`src/rtl/dofq_pkg.sv`:
```
// Package with the types and constants of the frame queue.
`default_nettype none

package dofq_pkg;

  localparam int FRAME_BYTES_DEF = 47;
  localparam int QUEUE_DEPTH_DEF = 16;

  localparam int FUNC_W   = 3;
  localparam int BYTE_W   = 8;
  localparam int NUM_W    = 8;
  localparam int TOTAL_W  = 5;
  localparam int LENGTH_W = 10;

  typedef enum logic [FUNC_W-1:0] {
    FN_APPEND = 3'd0,
    FN_CLEAR  = 3'd1,
    FN_DROP   = 3'd2,
    FN_REMOVE = 3'd3,
    FN_READ   = 3'd4
  } func_t;

  typedef enum logic [2:0] {
    S_IDLE,
    S_EXEC,
    S_DROP,
    S_RESULT,
    S_RADDR,
    S_RDATA
  } state_t;

  typedef enum logic [1:0] {
    CELL_HOLD,
    CELL_SHIFT,
    CELL_LOAD
  } cell_mode_t;

endpackage

`default_nettype wire

```
`src/rtl/dofq_cell.sv`:
```
// One cell of the slot order chain: holds the memory slot of one queue position.
`default_nettype none

module dofq_cell #(
  parameter int SLOT_W = 5
) (
  input  logic                 clk,
  input  logic                 rst,
  input  dofq_pkg::cell_mode_t mode,
  input  logic [SLOT_W-1:0]    init_slot,
  input  logic [SLOT_W-1:0]    next_slot,
  input  logic [SLOT_W-1:0]    load_slot,
  output logic [SLOT_W-1:0]    slot
);

  logic [SLOT_W-1:0] slot_next;

  always_comb begin
    case (mode)
      dofq_pkg::CELL_SHIFT: slot_next = next_slot;
      dofq_pkg::CELL_LOAD:  slot_next = load_slot;
      default:              slot_next = slot;
    endcase
  end

  always_ff @(posedge clk) begin
    if (rst) begin
      slot <= init_slot;
    end else begin
      slot <= slot_next;
    end
  end

endmodule

`default_nettype wire

```
`config.mk`:
```
export PLATFORM = sky130hd
export DESIGN_NAME = dofq_cell
export DESIGN_NICKNAME = d
export VERILOG_FILES = /design/src/rtl/dofq_pkg.sv /design/src/rtl/dofq_cell.sv
export SDC_FILE = /design/constraint.sdc
export NUM_CORES = 1
export LEC_CHECK = 0
export BUFFER_PORTS_ARGS = -buffer_cell sky130_fd_sc_hd__buf_2
export CAP_MARGIN = 10
export CORE_AREA = 5 5 42 44
export CTS_CLUSTER_DIAMETER = 50
export DETAILED_ROUTE_END_ITERATION = 16
export DIE_AREA = 0 0 47 49
export PLACE_DENSITY = 0.64
export SYNTH_ARGS = -nofsm -noshare
export SYNTH_HDL_FRONTEND = slang
export SYNTH_SLANG_ARGS = --single-unit
```
`constraint.sdc`:
```
create_clock -name clk -period 1.4 [get_ports clk]
set_input_delay 0.28 -clock clk [delete_from_list [all_inputs] [get_ports clk]]
set_output_delay 0.28 -clock clk [all_outputs]
set_load 0.005 [all_outputs]
```
## Word level (Yosys, flattened, before mapping)

Index checks and enable logic that the tools add are counted.

- Add/sub/neg operators: 0
- $mul: 0
- Div/mod/pow operators: 0
- $lt $le $gt $ge: 0
- Equal/unequal tests: 2
- Shift operators: 0
- Muxes and demuxes: 2
- Bitwise logic cells: 0
- Reductions and logical operators: 1

Operators with widths:

| cell | count |
|---|---|
| one-hot mux 5 bit (2 select lines) | 1 |
| two-way mux 5 bit | 1 |
| nonzero test 3 bit | 1 |
| equality test 2 x 1 -> 1 bit, second input constant | 1 |
| equality test 2 bit, second input constant | 1 |

- Flip-flop bits (word level): 5
- Bits in latches: 0
- Bits in writable memories: 0
- Memory bits (read-only): 0
- Input port bits: 19
- Logic and storage cells: 6
- Memories: 0

## Longest topological paths before layout

Gate-level depths: netlist of the first run.

- Depth after elaboration: 3
- Depth in mapped cells: 3
- Gate-level depth less buffers: 2

## Worst setup path after synthesis of the first run

No wires, ideal clock.

- Path kind: in2reg
- From: in mode[1]
- To: reg slot[0] (enable)
- Setup time: 0.278 ns
- Arrival: 0.818 ns
- Required time: 1.122 ns
- Path slack: 0.304 ns
- Stages: 2
- Path through: nor2b_4 -> or3_1

- Cells in the longest elaborated chain, start to end: 2

RTL lines:

| what | line | text |
|---|---|---|
| from (decl) | dofq_cell.sv:9 | `input dofq_pkg::cell_mode_t mode,` |
| equality test 2 bit / equality test 2 x 1 -> 1 bit (equally long branches) | dofq_cell.sv:19 | `case (mode)` |
| nonzero test 3 bit (no line) (*) | -- |  |
| to (signal assigned) | dofq_cell.sv:28 | `slot <= init_slot;` |
| to (signal assigned) | dofq_cell.sv:30 | `slot <= slot_next;` |
| to (decl) | dofq_cell.sv:13 | `output logic [SLOT_W-1:0] slot` |

Mark *: on every way between the ends. The rest lies on a longest branch, timed or not.
A chain may end at the register's enable or synchronous reset.

## Worst setup path in the final report of the first run

- From: in mode[1]
- To: reg slot[4] (enable)

Same word-level chain as after synthesis.

==> flow_metrics.py, run 1 <==
metrics = {
    "yosys": {
        "synth_xor_area_frac": 0,
        "yosys.area_share.adder": 0,
        "synth_top_area_share": 0.471,
        "synth_warnings": 0,
        "yosysSeqAreaShare": 0.471,
        "synth_seq_cells": 5,
        "avgSynthCellArea_um2": 11.0,
        "synthMuxAreaShare": 0,
        "synth_nets": 48,
        "yosys.area_share.simple": 0.318,
        "synth_largest_area_cell": "edfxtp_1",
        "ys_top_cells_by_area": "edfxtp_1, nand4bb_1, o311ai_1",
        "syn_inst": 29,
        "synth_cell_type_count": 9,
        "syn_area_um2": 319,
        "synth_compound_area_frac": 0.137,
        "synth_top_family_by_area": "simple AND/OR/NAND/NOR gates",
    },
    "grt": {
        "antenna_found_initial": 0,
        "grt_pass1_vias": 291,
        "grt_max_degree": 16,
        "grtUsageTotal": 0.0701,
        "grt_pass1_wl_mm": 1.12,
        "gr-total-overflow": 0,
    },
    "setup_path": {
        "start_kind": "primary input",
        "endpoint_kind": "flip-flop",
        "cp.required_ps": 1360,
        "path_class": "primary input to flip-flop",
        "path_max_fanout": 7,
        "cp_data_arrival_time_ps": 1010,
    },
    "floorplanning": {
        "die_w_um": 47,
        "ios": 24,
        "die_h_um": 49,
        "die_area_mm2": 0.00230,
        "coreArea_mm2": 0.00140,
        "start_util": 0.228,
        "row_count": 14,
    },
    "placement": {
        "place.gp.congestion": 0.708,
        "portBuffers": 23,
        "hpwl_um": 653,
        "post_dp_cell_area_um2": 457,
    },
    "drt": {
        "vias": 309,
        "drt_iter0_markers": 6,
        "drt_pass1_iterations": 4,
        "final_antenna_net_count": 0,
        "detail_route.vias_per_cell": 4.29,
        "route.detailed.drc": 0,
        "wl_per_cell_um": 10.6,
        "finalWirelength_um": 763,
    },
    "sta": {
        "fmax_mhz": 953,
        "fin_crit_sh": 0.750,
        "slew_violations": 0,
        "max_slew_margin": 0.822,
        "finalSetupViolations": 0,
        "finalHoldViolCount": 0,
        "period_minus_slack_ps": 1050,
        "worst_pin_slew_ps": 262,
        "rsz0062_at_grt": "false",
        "finalSetupTns_ps": 0,
    },
    "clocking": {
        "cts.htree.levels": 1,
        "clk_path_buf_depth": 2,
        "numCtsBuffers": 3,
        "clkTransAtPathRegs_ps": 40,
        "post_cts_resized": 0,
        "cts_hold_repair.buffers": 0,
        "clock_sinks": 5,
        "cts_tree": "yes",
        "cts-root-buf": "clkbuf_4",
        "post_cts_buffers": 0,
    },
    "cells_and_area": {
        "largest_reg_flops": 5,
        "top_register": "slot",
        "diodes": 0,
        "fill_cells": 151,
        "reg_top3": "slot (5)",
        "final_common_cell": "buf_2",
        "multiInputGateArea_um2": 145,
        "syn_to_final_growth_pct": 51.4,
        "drive_gt1_frac": 0.500,
        "nets": 76,
        "postLayoutCellArea_um2": 483,
        "regArea_um2": 150,
    },
    "pwr": {
        "vdd_drop_max_mv": 0.250,
        "power_leakage_nw": 0.231,
        "powerDensity_mw_per_mm2": 923,
    },
    "status": {
        "outcome": "finished clean",
    },
    "run": {
        "cap_violations": 0,
    },
    "min_path": {
        "hp-class": "primary input to flip-flop",
    },
}
[power breakdown]
group          switching (mW)  total [mW]  leakage [nW]  internal [mW]
clock network          0.0556       0.163        0.0150          0.108
logic                  0.0389      0.0893         0.164         0.0504
registers             0.00406       0.193        0.0512          0.189
total                  0.0985       0.446         0.231          0.347
[critical path: stages]
cell and delay, ps:
buf_2 140, nor2b_4 150, or3_1 450
[per-layer routing]
metal	vias up	part of all wire	GRT usage
met5	-	0	0
met4	0	0	0.0829
met3	0	0.11	0.00738
met2	19	0.47	0.0837
met1	125	0.42	0.0938
li1	165	-	-
[path summary, 6_finish.rpt]
check	start	end	slack, ps	depth (start not counted)
worst max-delay path	mode[1]	slot[4]	350	3
worst min-delay path	init_slot[3]	slot[3]	340	3
[final cells by class]
type / instances / area share
Multi-Input combinational cell: 18 / 0.301
Clock buffer: 4 / 0.0544
Inverter: 5 / 0.0389
Sequential cell: 5 / 0.311
Timing Repair Buffer: 24 / 0.254
Tap cell: 16 / 0.0415
[cells in the mapped netlist]
| master | number |
|---|---|
| nand2_1 | 5 |
| nand4bb_1 | 5 |
| buf_2 | 1 |
| nor2b_4 | 1 |
| inv_1 | 5 |
| edfxtp_1 | 5 |
| o311ai_1 | 5 |
| or3_1 | 1 |
| nor2b_1 | 1 |
[through the flow]
step / cells / hold slack, ps / utilization / setup WS, ps / total power, mW
2_1_floorplan: 29 / 474 / - / 304 / 0.233
3_3_place_gp: 68 / 586 / 0.326 / 124 / 0.285
3_5_place_dp: 68 / 583 / 0.326 / 99.9 / 0.287
4_1_cts: 72 / 331 / 0.345 / 355 / 0.455
5_1_grt: 72 / 364 / 0.345 / 331 / 0.468
6_report: 72 / 338 / 0.345 / 350 / 0.446
[logic make-up (layout without fill, tap and decap cells)]
logic type             count (synthesis)  in the layout
AOI/OAI and AO/OA                      5              5
buffers and inverters                  6             33
DFF                                    5              5
and+or+nand+nor                       13             13
Power figures use the tool's default switching activity.
==> run 2, diff against run 1 <==
- PLACE_DENSITY: 0.64 -> 0.65
- clock period: 1.4 -> 0.9 ns (I/O delays scaled with it)
==> run 2 against run 1 <==
- the run now ends with negative setup slack left
- die area unchanged
- combinational power up 86%
- via count up 8.7%
- hold slack worse by 91 ps
- final area up 12%
- non-clock buffer count up 7
- global-route usage up 0.22 points
- critical endpoint is now slot[1]
- largest cell class is now buffers
==> flow_metrics.py, run 2 (synthesized netlist as in run 1, its figures left out) <==
metrics = {
    "sta": {
        "slew_violations": 0,
        "period_minus_slack_ps": 900,
        "finalSetupViolations": 1,
        "finalSetupTns_ps": -0.489,
        "rsz0062_at_grt": "true",
        "fin_crit_sh": 1.00,
        "fmax_mhz": 1110,
        "worst_pin_slew_ps": 253,
        "max_slew_margin": 0.828,
        "finalHoldViolCount": 0,
        "fin_ws_ps": -0.489,
    },
    "drt": {
        "wl_per_cell_um": 9.92,
        "vias": 336,
        "drt_iter0_markers": 10,
        "final_antenna_net_count": 0,
        "drt_pass1_iterations": 4,
        "finalWirelength_um": 784,
        "detail_route.vias_per_cell": 4.25,
        "route.detailed.drc": 0,
    },
    "setup_path": {
        "path_buf_inv": 1,
        "cp_data_arrival_time_ps": 720,
        "crit_start": "slot[1]",
        "crit_family": "flip-flops",
        "critPathMaxStageDelay_ps": 350,
        "endpoint_kind": "output pin",
        "crit_end": "slot[1]",
        "start_kind": "flip-flop",
        "crit_slowest_cell": "edfxtp_1",
        "crit_path_cell_trace": "buf_2",
        "cp_num_cells": 1,
        "cp.required_ps": 720,
        "path_class": "flip-flop to output pin",
        "path_max_fanout": 1,
    },
    "pwr": {
        "power.internal_mw": 0.561,
        "pwr-share-seq": 0.419,
        "powerDensity_mw_per_mm2": 1320,
        "power_frac_comb": 0.233,
        "switchingPower_mw": 0.153,
        "power_leakage_nw": 0.265,
        "switching_share": 0.215,
        "vdd_drop_max_mv": 0.452,
        "p_total_mw": 0.715,
        "pwr-share-clk": 0.348,
    },
    "min_path": {
        "whs_path_depth": 3,
        "hp-class": "primary input to flip-flop",
        "holdCritStartpoint": "init_slot[3]",
    },
    "clocking": {
        "cts_tree": "yes",
        "post_cts_resized": 0,
        "clock_sinks": 5,
        "numCtsBuffers": 3,
        "clkTransAtPathRegs_ps": 40,
        "clk_path_buf_depth": 2,
        "cts-root-buf": "clkbuf_4",
        "cts_hold_repair.buffers": 0,
        "post_cts_buffers": 0,
        "cts.htree.levels": 1,
    },
    "floorplanning": {
        "die_h_um": 49,
        "coreArea_mm2": 0.00140,
        "die_area_mm2": 0.00230,
        "ios": 24,
        "die_w_um": 47,
        "row_count": 14,
        "start_util": 0.228,
    },
    "cells_and_area": {
        "final_common_cell": "buf_2",
        "fill_cells": 158,
        "top_register": "slot",
        "reg_top3": "slot (5)",
        "stdcell_count": 79,
        "postLayoutCellArea_um2": 541,
        "layout_common_cells": "buf_2, buf_4",
        "syn_to_final_growth_pct": 69.4,
        "drive_gt1_frac": 0.571,
        "diodes": 0,
        "final_core_util": 0.386,
        "largest_reg_flops": 5,
        "nets": 83,
    },
    "status": {
        "outcome": "finished, violations left",
        "violations": "negative setup slack",
    },
    "placement": {
        "numPlacedInstances": 75,
        "portBuffers": 23,
        "hpwl_um": 679,
        "place.gp.congestion": 0.702,
        "post_dp_cell_area_um2": 514,
    },
    "grt": {
        "antenna_found_initial": 0,
        "gr-total-overflow": 0,
        "grt_pass1_vias": 343,
        "grt_max_degree": 7,
        "grtUsageTotal": 0.0723,
        "grt_pass1_wl_mm": 1.22,
    },
    "run": {
        "cap_violations": 0,
    },
}
[run 2: cell count changes in the layout (fill, tap and decap cells not counted)]
| cell | previous run | this run |
|---|---|---|
| or3_1 | 1 | 0 |
| or3_4 | 0 | 1 |
| buf_4 | 1 | 8 |
[run 2: metrics by stage]
step / setup slack, ps / hold WS [ps]
2_1_floorplan: -49.0 / 374
3_3_place_gp: -173 / 485
3_5_place_dp: -176 / 486
4_1_cts: -16.9 / 240
5_1_grt: -34.5 / 263
6_report: -0.489 / 247
[run 2: worst min path at each step]
| stage | end |
|---|---|
| after floorplan | slot[3] |
| after global placement | slot[3] |
| after detailed placement | slot[3] |
| after CTS | slot[3] |
| after global routing | slot[4] |
| final | slot[3] |
[run 2: cell type report]
class,count,area (um2),share of cell area
multi-input combinational,18,150,0.278
sequential,5,150,0.278
clock buffer,4,26.3,0.0486
tap,16,20.0,0.0370
inverter,5,18.8,0.0347
timing repair buffer,31,175,0.324
[run 2: routing by layer]
layer  GRT usage  wire length [um]  vias to the layer above
met1      0.0942               298                      142
met2      0.0973               390                       15
met3     0.00738                95                        0
li1            -                 -                      179
met5           0                 0                        -
met4      0.0691                 0                        0
[run 2: power by group through the flow]
stage               clock, mW  combinational (mW)  sequential, mW
global route            0.271               0.183           0.304
finish                  0.248               0.166           0.300
floorplan                   0              0.0546           0.310
detailed placement          0               0.169           0.304
CTS                     0.259               0.169           0.300
global placement            0               0.166           0.304
==> run 3, diff against run 2 <==
--- a/config.mk
+++ b/config.mk
@@ -6,5 +6,4 @@
 export NUM_CORES = 1
 export LEC_CHECK = 0
-export BUFFER_PORTS_ARGS = -buffer_cell sky130_fd_sc_hd__buf_2
 export CAP_MARGIN = 10
 export CORE_AREA = 5 5 42 44
@@ -12,5 +11,7 @@
 export DETAILED_ROUTE_END_ITERATION = 16
 export DIE_AREA = 0 0 47 49
-export PLACE_DENSITY = 0.65
+export DONT_BUFFER_PORTS = 1
+export GPL_TIMING_DRIVEN = 0
+export PLACE_DENSITY = 0.49
 export SYNTH_ARGS = -nofsm -noshare
 export SYNTH_HDL_FRONTEND = slang
==> constraint.sdc (replaced) <==
create_clock -name clk -period 0.9 [get_ports clk]
set_input_delay 0.18 -clock clk [delete_from_list [all_inputs] [get_ports clk]]
set_output_delay 0.18 -clock clk [all_outputs]
set_load 0.01 [all_outputs]
==> run 3 against run 2 <==
- the run now ends clean
- utilization is 12 points lower
- maximum frequency grew 6.8%
- final area down 31%
- flip-flop and latch count unchanged
- hold slack worse by 89 ps
- setup slack improved by 58 ps
- critical path depth fell by 1
- total power shrank 11%
- first-iteration DRC count is 70% lower
- count of clock-buffer cells in the layout did not move
- via count decreased by 26%
- critical path type unchanged
- largest power group unchanged
==> flow_metrics.py, run 3 (synthesized netlist as in run 1, its figures left out) <==
metrics = {
    "cells_and_area": {
        "drive_gt1_frac": 0.182,
        "largest_reg_flops": 5,
        "top_register": "slot",
        "layout_common_cells": "inv_1, nand4bb_1, nand2_1, o311ai_1, edfxtp_1",
        "reg_top3": "slot (5)",
        "stdcell_count": 49,
        "syn_to_final_growth_pct": 16.1,
        "diodes": 0,
        "nets": 53,
    },
    "min_path": {
        "whs_path_depth": 2,
        "hp-class": "primary input to flip-flop",
        "holdCritStartpoint": "init_slot[3]",
        "holdPathEnd": "slot[3]",
    },
    "setup_path": {
        "path_class": "flip-flop to output pin",
        "cp.required_ps": 720,
        "start_kind": "flip-flop",
        "path_max_fanout": 1,
        "cp_data_arrival_time_ps": 660,
        "endpoint_kind": "output pin",
    },
    "grt": {
        "grt_max_degree": 11,
        "grt_pass1_wl_mm": 1.10,
        "antenna_found_initial": 0,
        "grtUsageTotal": 0.0708,
        "gr-total-overflow": 0,
        "grt_pass1_vias": 255,
    },
    "drt": {
        "vias": 247,
        "wl_per_cell_um": 14.9,
        "detail_route.vias_per_cell": 5.04,
        "drt_pass1_iterations": 4,
        "final_antenna_net_count": 0,
        "route.detailed.drc": 0,
        "finalWirelength_um": 731,
        "drt_iter0_markers": 3,
    },
    "floorplanning": {
        "die_w_um": 47,
        "die_area_mm2": 0.00230,
        "die_h_um": 49,
        "row_count": 14,
        "ios": 24,
        "start_util": 0.228,
        "coreArea_mm2": 0.00140,
    },
    "placement": {
        "numPlacedInstances": 45,
        "place.gp.congestion": 0.743,
        "hpwl_um": 660,
        "portBuffers": 0,
    },
    "sta": {
        "rsz0062_at_grt": "false",
        "max_slew_margin": 0.799,
        "worst_pin_slew_ps": 297,
        "finalHoldViolCount": 0,
        "finalSetupViolations": 0,
        "slew_violations": 0,
        "period_minus_slack_ps": 843,
        "fmax_mhz": 1190,
        "fin_crit_sh": 0.937,
        "finalSetupTns_ps": 0,
    },
    "pwr": {
        "power_leakage_nw": 0.140,
        "pwr-share-clk": 0.391,
        "p_total_mw": 0.637,
        "pwr-share-seq": 0.510,
        "switching_share": 0.218,
        "vdd_drop_max_mv": 0.405,
        "switchingPower_mw": 0.139,
        "power_frac_comb": 0.099,
        "power.internal_mw": 0.498,
        "powerDensity_mw_per_mm2": 1720,
    },
    "clocking": {
        "cts.htree.levels": 1,
        "numCtsBuffers": 3,
        "cts-root-buf": "clkbuf_4",
        "post_cts_buffers": 0,
        "post_cts_resized": 0,
        "cts_hold_repair.buffers": 0,
        "clkTransAtPathRegs_ps": 40,
        "clock_sinks": 5,
        "cts_tree": "yes",
        "clk_path_buf_depth": 2,
    },
    "run": {
        "cap_violations": 0,
    },
    "status": {
        "outcome": "finished clean",
    },
}
run 3: metrics by stage:
step	worst slack [ps]	cell area, um2	hold slack, ps	utilization
global placement	-61.3	344	399	0.246
detailed placement	-71.3	344	404	0.246
finish	57.1	370	158	0.264
CTS	39.2	370	150	0.264
global route	21.3	370	144	0.264
floorplan	-49.0	324	374	-
run 3: worst max-delay path by stage:
stage	from	endpoint	cells past startpoint
final	slot[2]	slot[2]	0
after global routing	slot[2]	slot[2]	0
after CTS	slot[2]	slot[2]	0
after detailed placement	mode[1]	slot[3]	2
after global placement	mode[1]	slot[0]	2
after floorplan	mode[1]	slot[0]	2
run 3: layout make-up:
class / instances / area [um2]
inverters: 5 / 18.8
fillers: 161 / 1030
plain buffers: 1 / 5.00
well taps: 16 / 20.0
multi-input cells: 18 / 150
clock buffers: 4 / 26.3
flip-flops and latches: 5 / 150
run 3: layer usage:
layer  vias up  track usage  wire, um
met1       102       0.0805       292
met2        25       0.0814       309
li1        120            -         -
met4         0       0.0415         0
met5         -            0         0
met3         0       0.0701       129
run 3: power groups by stage:
stage / Clock (mW) / Combinational [mW] / Sequential (mW)
finish: 0.249 / 0.0631 / 0.325
global route: 0.287 / 0.0711 / 0.328
CTS: 0.264 / 0.0653 / 0.326
detailed placement: 0 / 0.0654 / 0.330
global placement: 0 / 0.0627 / 0.328
floorplan: 0 / 0.0546 / 0.324
